`config.mk`:
```
export PLATFORM = sky130hd
export DESIGN_NAME = maintenance_session_supervisor
export DESIGN_NICKNAME = d
export VERILOG_FILES = /design/src/hdl/mss_pkg.sv /design/src/hdl/maintenance_session_supervisor.sv /design/src/hdl/mss_core.sv
export SDC_FILE = /design/constraint.sdc
export NUM_CORES = 1
export LEC_CHECK = 0
export BUFFER_PORTS_ARGS = -buffer_cell sky130_fd_sc_hd__buf_2
export CORE_MARGIN = 2
export CORE_UTILIZATION = 30
export CTS_CLUSTER_DIAMETER = 200
export DETAILED_ROUTE_END_ITERATION = 10
export PLACE_DENSITY = 0.5
export SLEW_MARGIN = 20
export SYNTH_ARGS = -nofsm -noshare
export SYNTH_HDL_FRONTEND = slang
export SYNTH_SLANG_ARGS = --single-unit
```
`constraint.sdc`:
```
create_clock -name clk_i -period 11.36 [get_ports clk_i]
set_input_delay 2.272 -clock clk_i [delete_from_list [all_inputs] [get_ports clk_i]]
set_output_delay 2.272 -clock clk_i [all_outputs]
set_load 0.005 [all_outputs]
```
`src/hdl/mss_pkg.sv`:
```
// Shared types and codes for the maintenance session supervisor.
package mss_pkg;

  // Event modes
  localparam logic [2:0] MODE_REQUEST  = 3'd0;
  localparam logic [2:0] MODE_HEALTH   = 3'd1;
  localparam logic [2:0] MODE_WATCHDOG = 3'd2;
  localparam logic [2:0] MODE_PERMIT   = 3'd3;
  localparam logic [2:0] MODE_PROGRESS = 3'd4;
  localparam logic [2:0] MODE_FAILURE  = 3'd5;
  localparam logic [2:0] MODE_COMPLETE = 3'd6;
  localparam logic [2:0] MODE_CANCEL   = 3'd7;

  // Failure codes
  localparam logic [2:0] FC_NONE           = 3'd0;
  localparam logic [2:0] FC_UNHEALTHY      = 3'd1;
  localparam logic [2:0] FC_DEADLINE       = 3'd2;
  localparam logic [2:0] FC_UNSAFE         = 3'd3;
  localparam logic [2:0] FC_TIMEOUT        = 3'd4;
  localparam logic [2:0] FC_BAD_PROGRESS   = 3'd5;
  localparam logic [2:0] FC_INVALID_TICKET = 3'd6;

  // Permit answers
  localparam logic [1:0] PERMIT_DENIED  = 2'd0;
  localparam logic [1:0] PERMIT_WAITING = 2'd1;
  localparam logic [1:0] PERMIT_READY   = 2'd2;

  // Configuration register indexes
  localparam logic CFG_HARD_DEADLINE    = 1'b0;
  localparam logic CFG_PROGRESS_TIMEOUT = 1'b1;

  localparam logic [63:0] HARD_DEADLINE_RST    = 64'd10000000;
  localparam logic [63:0] PROGRESS_TIMEOUT_RST = 64'd1000000;

  typedef struct packed {
    logic [2:0]  mode;
    logic [63:0] now_time;
    logic [31:0] caller_ticket;
    logic [31:0] progress_value;
    logic        runtime_ok;
    logic        safe_now;
  } evt_t;

  typedef struct packed {
    logic        accepted;
    logic [31:0] issued_ticket;
    logic [1:0]  permit_code;
    logic [2:0]  failure_code;
    logic        busy_res;
  } res_t;

  typedef struct packed {
    logic [63:0] hard_deadline_us;
    logic [63:0] progress_timeout_us;
  } cfg_t;

endpackage

```
`src/hdl/maintenance_session_supervisor.sv`:
```
// A result appears in the output register in the cycle after its event transfer.
// Throughput: one event per cycle; the next event is taken while a result waits,
// as long as the output register is empty or being drained in the same cycle.
// Reset (async, active low): session idle, ticket counter zero, hard deadline
// 10000000 us, progress timeout 1000000 us, output register empty.
module maintenance_session_supervisor import mss_pkg::*; (
  input  logic        clk_i,
  input  logic        rst_ni,
  input  logic        in_valid_i,
  output logic        in_ready_o,
  input  evt_t        in_data_i,
  output logic        out_valid_o,
  input  logic        out_ready_i,
  output res_t        out_data_o,
  input  logic        cfg_we_i,
  input  logic        cfg_idx_i,
  input  logic [63:0] cfg_wdata_i
);

  cfg_t cfg_q;
  logic out_valid_q;
  res_t out_data_q;
  res_t res;
  logic step;

  assign in_ready_o = !out_valid_q || out_ready_i;
  assign step       = in_valid_i && in_ready_o;

  mss_core u_core (
    .clk_i  (clk_i),
    .rst_ni (rst_ni),
    .step_i (step),
    .evt_i  (in_data_i),
    .cfg_i  (cfg_q),
    .res_o  (res)
  );

  always_ff @(posedge clk_i or negedge rst_ni) begin
    if (!rst_ni) begin
      cfg_q.hard_deadline_us    <= HARD_DEADLINE_RST;
      cfg_q.progress_timeout_us <= PROGRESS_TIMEOUT_RST;
    end else if (cfg_we_i) begin
      unique case (cfg_idx_i)
        CFG_HARD_DEADLINE:    cfg_q.hard_deadline_us    <= cfg_wdata_i;
        CFG_PROGRESS_TIMEOUT: cfg_q.progress_timeout_us <= cfg_wdata_i;
        default: ;
      endcase
    end
  end

  always_ff @(posedge clk_i or negedge rst_ni) begin
    if (!rst_ni) begin
      out_valid_q <= 1'b0;
    end else if (step) begin
      out_valid_q <= 1'b1;
    end else if (out_ready_i) begin
      out_valid_q <= 1'b0;
    end
  end

  always_ff @(posedge clk_i) begin
    if (step) out_data_q <= res;
  end

  assign out_valid_o = out_valid_q;
  assign out_data_o  = out_data_q;

endmodule

```
`src/hdl/mss_core.sv`:
```
// Session state and per-event decision logic.
module mss_core import mss_pkg::*; (
  input  logic clk_i,
  input  logic rst_ni,
  input  logic step_i,
  input  evt_t evt_i,
  input  cfg_t cfg_i,
  output res_t res_o
);

  localparam logic [2:0] PH_IDLE      = 3'd0;
  localparam logic [2:0] PH_REQUESTED = 3'd1;
  localparam logic [2:0] PH_APPROVED  = 3'd2;
  localparam logic [2:0] PH_ACTIVE    = 3'd3;
  localparam logic [2:0] PH_CANCELLED = 3'd4;

  logic [2:0]  phase_q, phase_d;
  logic [31:0] ticket_q, ticket_d;
  logic [31:0] counter_q, counter_d;
  logic [31:0] mark_q, mark_d;
  logic [63:0] last_q, last_d;
  logic [63:0] deadline_q, deadline_d;
  logic [2:0]  failure_q, failure_d;

  logic        expired, tk_match, live, stale;
  logic        abort_en;
  logic [2:0]  abort_cause;
  logic [31:0] counter_inc;
  logic [64:0] deadline_sum;
  logic [64:0] gap;
  logic [63:0] deadline_new;

  assign expired  = (deadline_q == '0) || (evt_i.now_time > deadline_q);
  assign tk_match = (evt_i.caller_ticket != '0) && (evt_i.caller_ticket == ticket_q);
  assign live     = (phase_q != PH_IDLE) && (phase_q != PH_CANCELLED);

  assign counter_inc  = (counter_q == '1) ? 32'd1 : counter_q + 32'd1;
  assign deadline_sum = {1'b0, evt_i.now_time} + {1'b0, cfg_i.hard_deadline_us};
  assign deadline_new = deadline_sum[64] ? '1 : deadline_sum[63:0];

  // borrow in gap[64] means now is before the last progress time
  assign gap   = {1'b0, evt_i.now_time} - {1'b0, last_q};
  assign stale = (last_q == '0) || gap[64] || (gap[63:0] > cfg_i.progress_timeout_us);

  always_comb begin
    phase_d     = phase_q;
    ticket_d    = ticket_q;
    counter_d   = counter_q;
    mark_d      = mark_q;
    last_d      = last_q;
    deadline_d  = deadline_q;
    failure_d   = failure_q;
    abort_en    = 1'b0;
    abort_cause = FC_NONE;
    res_o       = '0;

    case (evt_i.mode)
      MODE_REQUEST: begin
        if (phase_q == PH_IDLE) begin
          counter_d  = counter_inc;
          ticket_d   = counter_inc;
          mark_d     = '0;
          last_d     = '0;
          failure_d  = FC_NONE;
          deadline_d = deadline_new;
          phase_d    = PH_REQUESTED;
          res_o.issued_ticket = counter_inc;
          res_o.accepted      = 1'b1;
        end
      end
      MODE_HEALTH: begin
        if (!evt_i.runtime_ok) begin
          if (phase_q != PH_IDLE) begin
            abort_en    = 1'b1;
            abort_cause = FC_UNHEALTHY;
          end
        end else if (phase_q == PH_IDLE) begin
          res_o.accepted = 1'b1;
        end else if (phase_q == PH_CANCELLED) begin
          res_o.accepted = 1'b0;
        end else if (expired) begin
          abort_en    = 1'b1;
          abort_cause = FC_DEADLINE;
        end else if (phase_q == PH_REQUESTED) begin
          if (evt_i.safe_now) phase_d = PH_APPROVED;
          res_o.accepted = 1'b1;
        end else if (!evt_i.safe_now) begin
          abort_en    = 1'b1;
          abort_cause = FC_UNSAFE;
        end else if (phase_q == PH_ACTIVE && stale) begin
          abort_en    = 1'b1;
          abort_cause = FC_TIMEOUT;
        end else begin
          res_o.accepted = 1'b1;
        end
      end
      MODE_WATCHDOG: begin
        if (phase_q == PH_APPROVED) begin
          if (!expired) begin
            phase_d = PH_ACTIVE;
            last_d  = evt_i.now_time;
          end else begin
            abort_en    = 1'b1;
            abort_cause = FC_DEADLINE;
          end
        end
      end
      MODE_PERMIT: begin
        if (tk_match && live) begin
          if (expired) begin
            abort_en    = 1'b1;
            abort_cause = FC_DEADLINE;
          end else begin
            res_o.permit_code = (phase_q == PH_ACTIVE) ? PERMIT_READY : PERMIT_WAITING;
          end
        end
      end
      MODE_PROGRESS: begin
        if (tk_match && live) begin
          if (expired) begin
            abort_en    = 1'b1;
            abort_cause = FC_DEADLINE;
          end else if (phase_q != PH_ACTIVE || evt_i.progress_value <= mark_q) begin
            abort_en    = 1'b1;
            abort_cause = FC_BAD_PROGRESS;
          end else begin
            mark_d         = evt_i.progress_value;
            last_d         = evt_i.now_time;
            res_o.accepted = 1'b1;
          end
        end
      end
      MODE_FAILURE: begin
        res_o.failure_code = tk_match ? failure_q : FC_INVALID_TICKET;
      end
      MODE_COMPLETE, MODE_CANCEL: begin
        if (tk_match && (evt_i.mode == MODE_CANCEL || phase_q != PH_IDLE)) begin
          ticket_d   = '0;
          mark_d     = '0;
          deadline_d = '0;
          last_d     = '0;
          phase_d    = PH_IDLE;
          failure_d  = FC_NONE;
        end
      end
      default: ;
    endcase

    if (abort_en) begin
      if (failure_q == FC_NONE) failure_d = abort_cause;
      phase_d = PH_CANCELLED;
    end

    res_o.busy_res = (phase_d != PH_IDLE);
  end

  always_ff @(posedge clk_i or negedge rst_ni) begin
    if (!rst_ni) begin
      phase_q    <= PH_IDLE;
      ticket_q   <= '0;
      counter_q  <= '0;
      mark_q     <= '0;
      last_q     <= '0;
      deadline_q <= '0;
      failure_q  <= FC_NONE;
    end else if (step_i) begin
      phase_q    <= phase_d;
      ticket_q   <= ticket_d;
      counter_q  <= counter_d;
      mark_q     <= mark_d;
      last_q     <= last_d;
      deadline_q <= deadline_d;
      failure_q  <= failure_d;
    end
  end

  // A kept failure cause exists exactly while the session sits cancelled.
  a_failure_iff_cancelled: assert property (@(posedge clk_i) disable iff (!rst_ni)
    (phase_q == PH_CANCELLED) == (failure_q != FC_NONE))
    else $error("failure cause out of step with phase");

  // An open session always holds a nonzero ticket.
  a_ticket_nonzero: assert property (@(posedge clk_i) disable iff (!rst_ni)
    (phase_q != PH_IDLE) |-> (ticket_q != '0))
    else $error("open session without ticket");

  // A granted request opens a session with the ticket it reported.
  a_request_opens: assert property (@(posedge clk_i) disable iff (!rst_ni)
    (step_i && evt_i.mode == MODE_REQUEST && phase_q == PH_IDLE)
      |=> (phase_q == PH_REQUESTED && ticket_q == $past(res_o.issued_ticket)))
    else $error("request did not open session");

endmodule

```
After elaboration in Yosys (flattened, before gate mapping)
Index checks and enable logic that the tools add are counted.

Muxes and demuxes: 83. Bitwise logic cells: 3. Eq/ne operators: 22. Reductions and logical operators: 35. Div/mod/pow operators: 0. Shifts and indexed selects: 0. Add/subtract/negate cells: 3. $lt $le $gt $ge: 3. Multiply operators: 0.

Operator list (count): $mux W64 (9); $pmux W64 S4 (1); $mux W32 (7); $gt A64 B64 Y1 (2); $logic_not A64 Y1 (2); $pmux W64 S2 (1); $pmux W32 S3 (1); $mux W3 (27); $add A64 B64 Y65 (1); $sub A64 B64 Y65 (1); $pmux W32 S2 (1); $mux W33 (1); $add A32 B1 Y32 const B (1); $eq A32 B32 Y1 (1); $eq A32 B32 Y1 const B (1); $le A32 B32 Y1 (1); $reduce_bool A32 Y1 (1); $mux W1 (27); $pmux W3 S4 (2); $eq A3 B3 Y1 const B (5); $eq A3 B2 Y1 const B (4); $logic_not A3 Y1 (3); $reduce_and A9 Y1 (1); $reduce_bool A3 Y1 (3); 21 further kinds (45).

Input port bits: 203. Memory bits (read-only): 0. Output and inout bits: 41. Flip-flop bits (word level): 398. Bits in latches: 0. Memory bits (writable): 0. Memories kept: 0. Word-level logic and storage cells: 165.

Depth between registers and ports, before layout
Word-level depth: 14. Depth in mapped cells: 27. Gate-level depth less buffers: 27.

Modules after synthesis
From an unflattened synthesis, not the netlist that was laid out.

Cell total of the unflattened synthesis: 3052. Area total of the unflattened synthesis: 28539.9 um2.

By module, submodules not included: mss_core (instances 1, cells an instance 2738, seq. area each 5755.5 um2, area an instance 22193.8 um2); maintenance_session_supervisor (instances 1, cells an instance 314, seq. area each 4418.0 um2, area an instance 6346.1 um2).

Least setup slack after synthesis
OpenSTA, ideal clock, no wires.

Path type: input port to flip-flop. From: input port in_data_i[66] in the netlist's numbering. To: register out_data_q (netlist bit out_data_o[38]) (data pin). Library setup time: 0.261 ns. Data required time: 11.099 ns. Arrival: 6.917 ns. Path slack: 4.182 ns. Buffers on the path: 0. Stages on the path: 25. Path through: inv_1 > ha_1 > inv_1 > fa_1 > a211o_1 > a21oi_1 > a2111oi_2 > o21ai_1 > or4_1 > a211oi_1 > or2_2 > a41oi_1 > o21ai_1 > a21boi_0 > xnor2_1 > ha_1 > nand4_1 > nor4_1 > nand3_1 > o2111a_1 > o21ai_0 > a31oi_1 > nand2_1 > o21ai_0 > a311o_1.

RTL lines: start, declared (RTL line maintenance_session_supervisor.sv:11) `input evt_t in_data_i,`; end signal, assigned (RTL line maintenance_session_supervisor.sv:62) `if (step) out_data_q <= res;`; end, declared (RTL line maintenance_session_supervisor.sv:22) `res_t out_data_q;`.

==> impl_results.md <==
* Final instance area at 32200 µm²
* Place WS at 2490 ps
* Mapped Cells at 3139
* Post-CTS setup buffers at 0
* TritonCTS clock tree: yes
* Hold Buf Count CTS at 0
* Fmax at 122 MHz
* Worst rel slew slack at 26.7%
* Largest net degree at the start of global routing at just over 80
* Initial core utilization at 30.3%
* Site row count at 111
* CTS root buf: clkbuf_16
* CORE AREA at roughly 92000 µm²
* Syn Std Cell Area at 27800 µm²
* H-tree depth at 2
* Max cap viols at 0
* Sequential fraction of the synthesis area at between 30% and 40%
* Synth top area cells: dfrtp_1, ha_1, nand2_1, mux2_2, o21ai_0
* CP max FO at 4
* Outcome: completed
* #FFs+latches synth at 398
* WL final at 91300 µm
* Power Total at 5.25 mW
* Die Height at slightly above 300 µm
* Setup TNS at 0 ps
* Post-synthesis cell type count at 83
* Arr. time, crit path at 8570 ps
* Syn Nets at 3633
* Power per cell area at 163 nW/µm²
* RSZ-0062 raised after global routing: no
* Footprint of the multi-input gates at 16300 µm²
* Routed via count at 23376
* Clock sinks at 398
* Area Growth Syn to Fin at 15.8%
* Setup CP Type: input pin to flop
* Worst-Skew Late Latency at 630 ps
* Remaining global-route overflow at 0
* Drt initial violations at 1605
* DP Wirelength at 70700 µm
* Area leader, netlist: dfrtp_1
* Vias per inst at just over 5
* Share of layout cells above drive strength 1 at approximately 16%
* Final setup violating endpoints at 0
* FF/Latch Area at between 10000 and 15000 µm²
* Final Hold Viols at 0
* Tmin final at 8190 ps
* Setup ws final at about 3200 ps
* Required time worst endpoint at approximately 12000 ps
* Post-synth top flop: dfrtp_1
* Vias in the first global route at 22727
* Die Area at 95300 µm²
* Crit share post-route at about 72%
* Antenna Violating Nets Remaining at 0
* Total track usage at 19.0%
* Gpl congestion at 0.898
* DRC Markers at 0
* Bufs on Longest Clock Path at 3
* Clk_skew at 20.1 ps
* CTS Buf Count at 52
* Warnings, synthesis at 0
* WL per Instance at just under 20 µm
* Fill count at 9615
* Final Util at 35.1%
* # IOs at 244
* Global-route wire length before repair at 139000 µm
* IO Port Bufs at ~240
* Asr flop ratio synth at 90.2%
* Initial antenna violation count at 20
* Worst setup SP type: input pin
* R2r setup slk at approximately 4600 ps
* Top cell type's share of synthesized area at about 31%
* Peak supply drop at approximately 0.00012 V
* Post-synth EDFFs at 39
* Detailed-router iteration count before antenna repair at 5
* Dpl cell area at 30400 µm²
* Fin. max-slew vios at 0
* Slew at the pin closest to its max-slew limit at 1090 ps
* Reg clk slew, reported paths at 60 ps
* Die X at slightly above 300 µm
* Layout net count at ~3800
* Static Leak at 14.7 nW
* Post-Syn Area per Cell at roughly 8.9 µm²
* Post-cts sizing count at 0
* CP Capture Type: flop
* Worst Hold Class: flop to flop
-- placed cells by master, fill, tap and decap left out, types with 8 or more instances in the layout --
cell type / netlist / routed
a211oi_1: 13 / 12
a21boi_0: 11 / 11
a21o_1: 129 / 129
a21oi_1: 198 / 197
a22o_1: 36 / 36
a31oi_1: 9 / 9
and2_1: 15 / 13
and3_1: 20 / 20
and4_1: 10 / 10
buf_2: 12 / 242
buf_4: 0 / 20
bufinv_16: 0 / 8
clkbuf_16: 0 / 53
clkinv_2: 0 / 14
dfrtp_1: 344 / 344
dfstp_2: 15 / 15
edfxtp_1: 39 / 39
ha_1: 289 / 289
inv_1: 264 / 264
mux2_2: 128 / 128
nand2_1: 441 / 438
nand2b_1: 23 / 23
nand3_1: 52 / 52
nand4_1: 75 / 75
nor2_1: 150 / 149
nor2b_1: 28 / 27
nor3_1: 33 / 33
nor4_1: 57 / 57
o211ai_1: 13 / 13
o21a_1: 15 / 15
o21ai_0: 265 / 265
o21bai_1: 24 / 24
or2_2: 8 / 8
or3_1: 12 / 12
xnor2_1: 98 / 98
xor2_1: 95 / 95
-- metrics by stage --
step                      cells  hold slack [ps]
final                      4633              499
after global routing       4630              516
after CTS                  4626              500
after detailed placement   4528              489
after global placement     4528              483
after floorplan            3139              461
-- worst max-delay path, stage by stage --
cell       delay, ps
buf_2            120
inv_1             70
ha_1             210
inv_1             70
fa_1             220
a211o_1          170
a21oi_1          130
a2111oi_2        490
o21ai_1          230
or4_1            670
a211oi_1         360
or2_2            220
a41oi_1          220
o21ai_1          290
a21boi_0         150
xnor2_1          150
ha_1             270
nand4_1          160
nor4_1           630
nand3_1          190
o2111a_1         290
o21ai_0          190
a31oi_1          140
nand2_1          190
o21ai_0          120
a311o_1          350
-- cells by family after synthesis --
logic type | after synthesis | synth area share (%)
AOI/OAI and AO/OA | 802 | 18.1
buffers and inverters | 381 | 5.21
muxes | 128 | 5.18
adders and majority gates | 291 | 13.1
and+or+nand+nor | 946 | 15.8
DFF | 398 | 36.5
xor gates and xnor gates | 193 | 6.07
-- report_power, final --
| group | internal, mW | switching, mW | total [mW] | leakage, nW |
|---|---|---|---|---|
| clock network | 1.09 | 0.704 | 1.79 | 0.914 |
| logic | 0.701 | 1.04 | 1.74 | 8.71 |
| registers | 1.59 | 0.126 | 1.72 | 5.04 |
-- cell usage after synthesis (all sizes together) (20+ instances only) --
library cell    n
nand4          75
xnor2          98
nand2b         23
inv           264
a21oi         200
o21ai         271
a21o          129
nor2b          28
ha            289
clkbuf        103
edfxtp         39
nand2         441
nor2          150
nor4           57
dfrtp         344
and3           20
nor3           33
xor2           95
a22o           36
nand3          52
o21bai         24
mux2          128
-- registers in the layout, indices dropped and copies added (netlist names) --
name / cells
out_valid_o: 1
out_data_o: 39
u_core.deadline_q: 64
u_core.mark_q: 32
u_core.last_q: 64
u_core.phase_q: 3
cfg_q: 128
u_core.ticket_q: 32
u_core.counter_q: 32
u_core.failure_q: 3
-- final timing paths --
kind,startpoint,endpoint,cells past startpoint
worst max-delay path,in_data_i[66],out_data_o[38]$_DFFE_PP_,26
worst min-delay path,u_core.deadline_q[49]$_DFFE_PN0P_,u_core.deadline_q[49]$_DFFE_PN0P_,2
worst max register to register,u_core.last_q[0]$_DFFE_PN0P_,out_data_o[38]$_DFFE_PP_,24
worst min register to register,u_core.deadline_q[49]$_DFFE_PN0P_,u_core.deadline_q[49]$_DFFE_PN0P_,2
max in group asynchronous,rst_ni,u_core.mark_q[8]$_DFFE_PN0P_,3
min in group asynchronous,rst_ni,u_core.deadline_q[35]$_DFFE_PN0P_,1
-- area by class of cell --
cell class | count | share of cell area [%]
multi-input combinational | 2360 | 50.5
clock inverter | 32 | 1.23
antenna | 7 | 0.0543
clock buffer | 66 | 4.48
timing repair buffer | 263 | 4.27
tap | 1243 | 4.82
sequential | 398 | 31.5
inverter | 264 | 3.07
-- metal layers --
metal | global-route usage, % | wire [µm]
met1 | 26.8 | 43900
met2 | 29.7 | 40700
met3 | 3.45 | 4660
met4 | 4.72 | 1940
met5 | 0 | 54
Power figures use the tool's default switching activity.
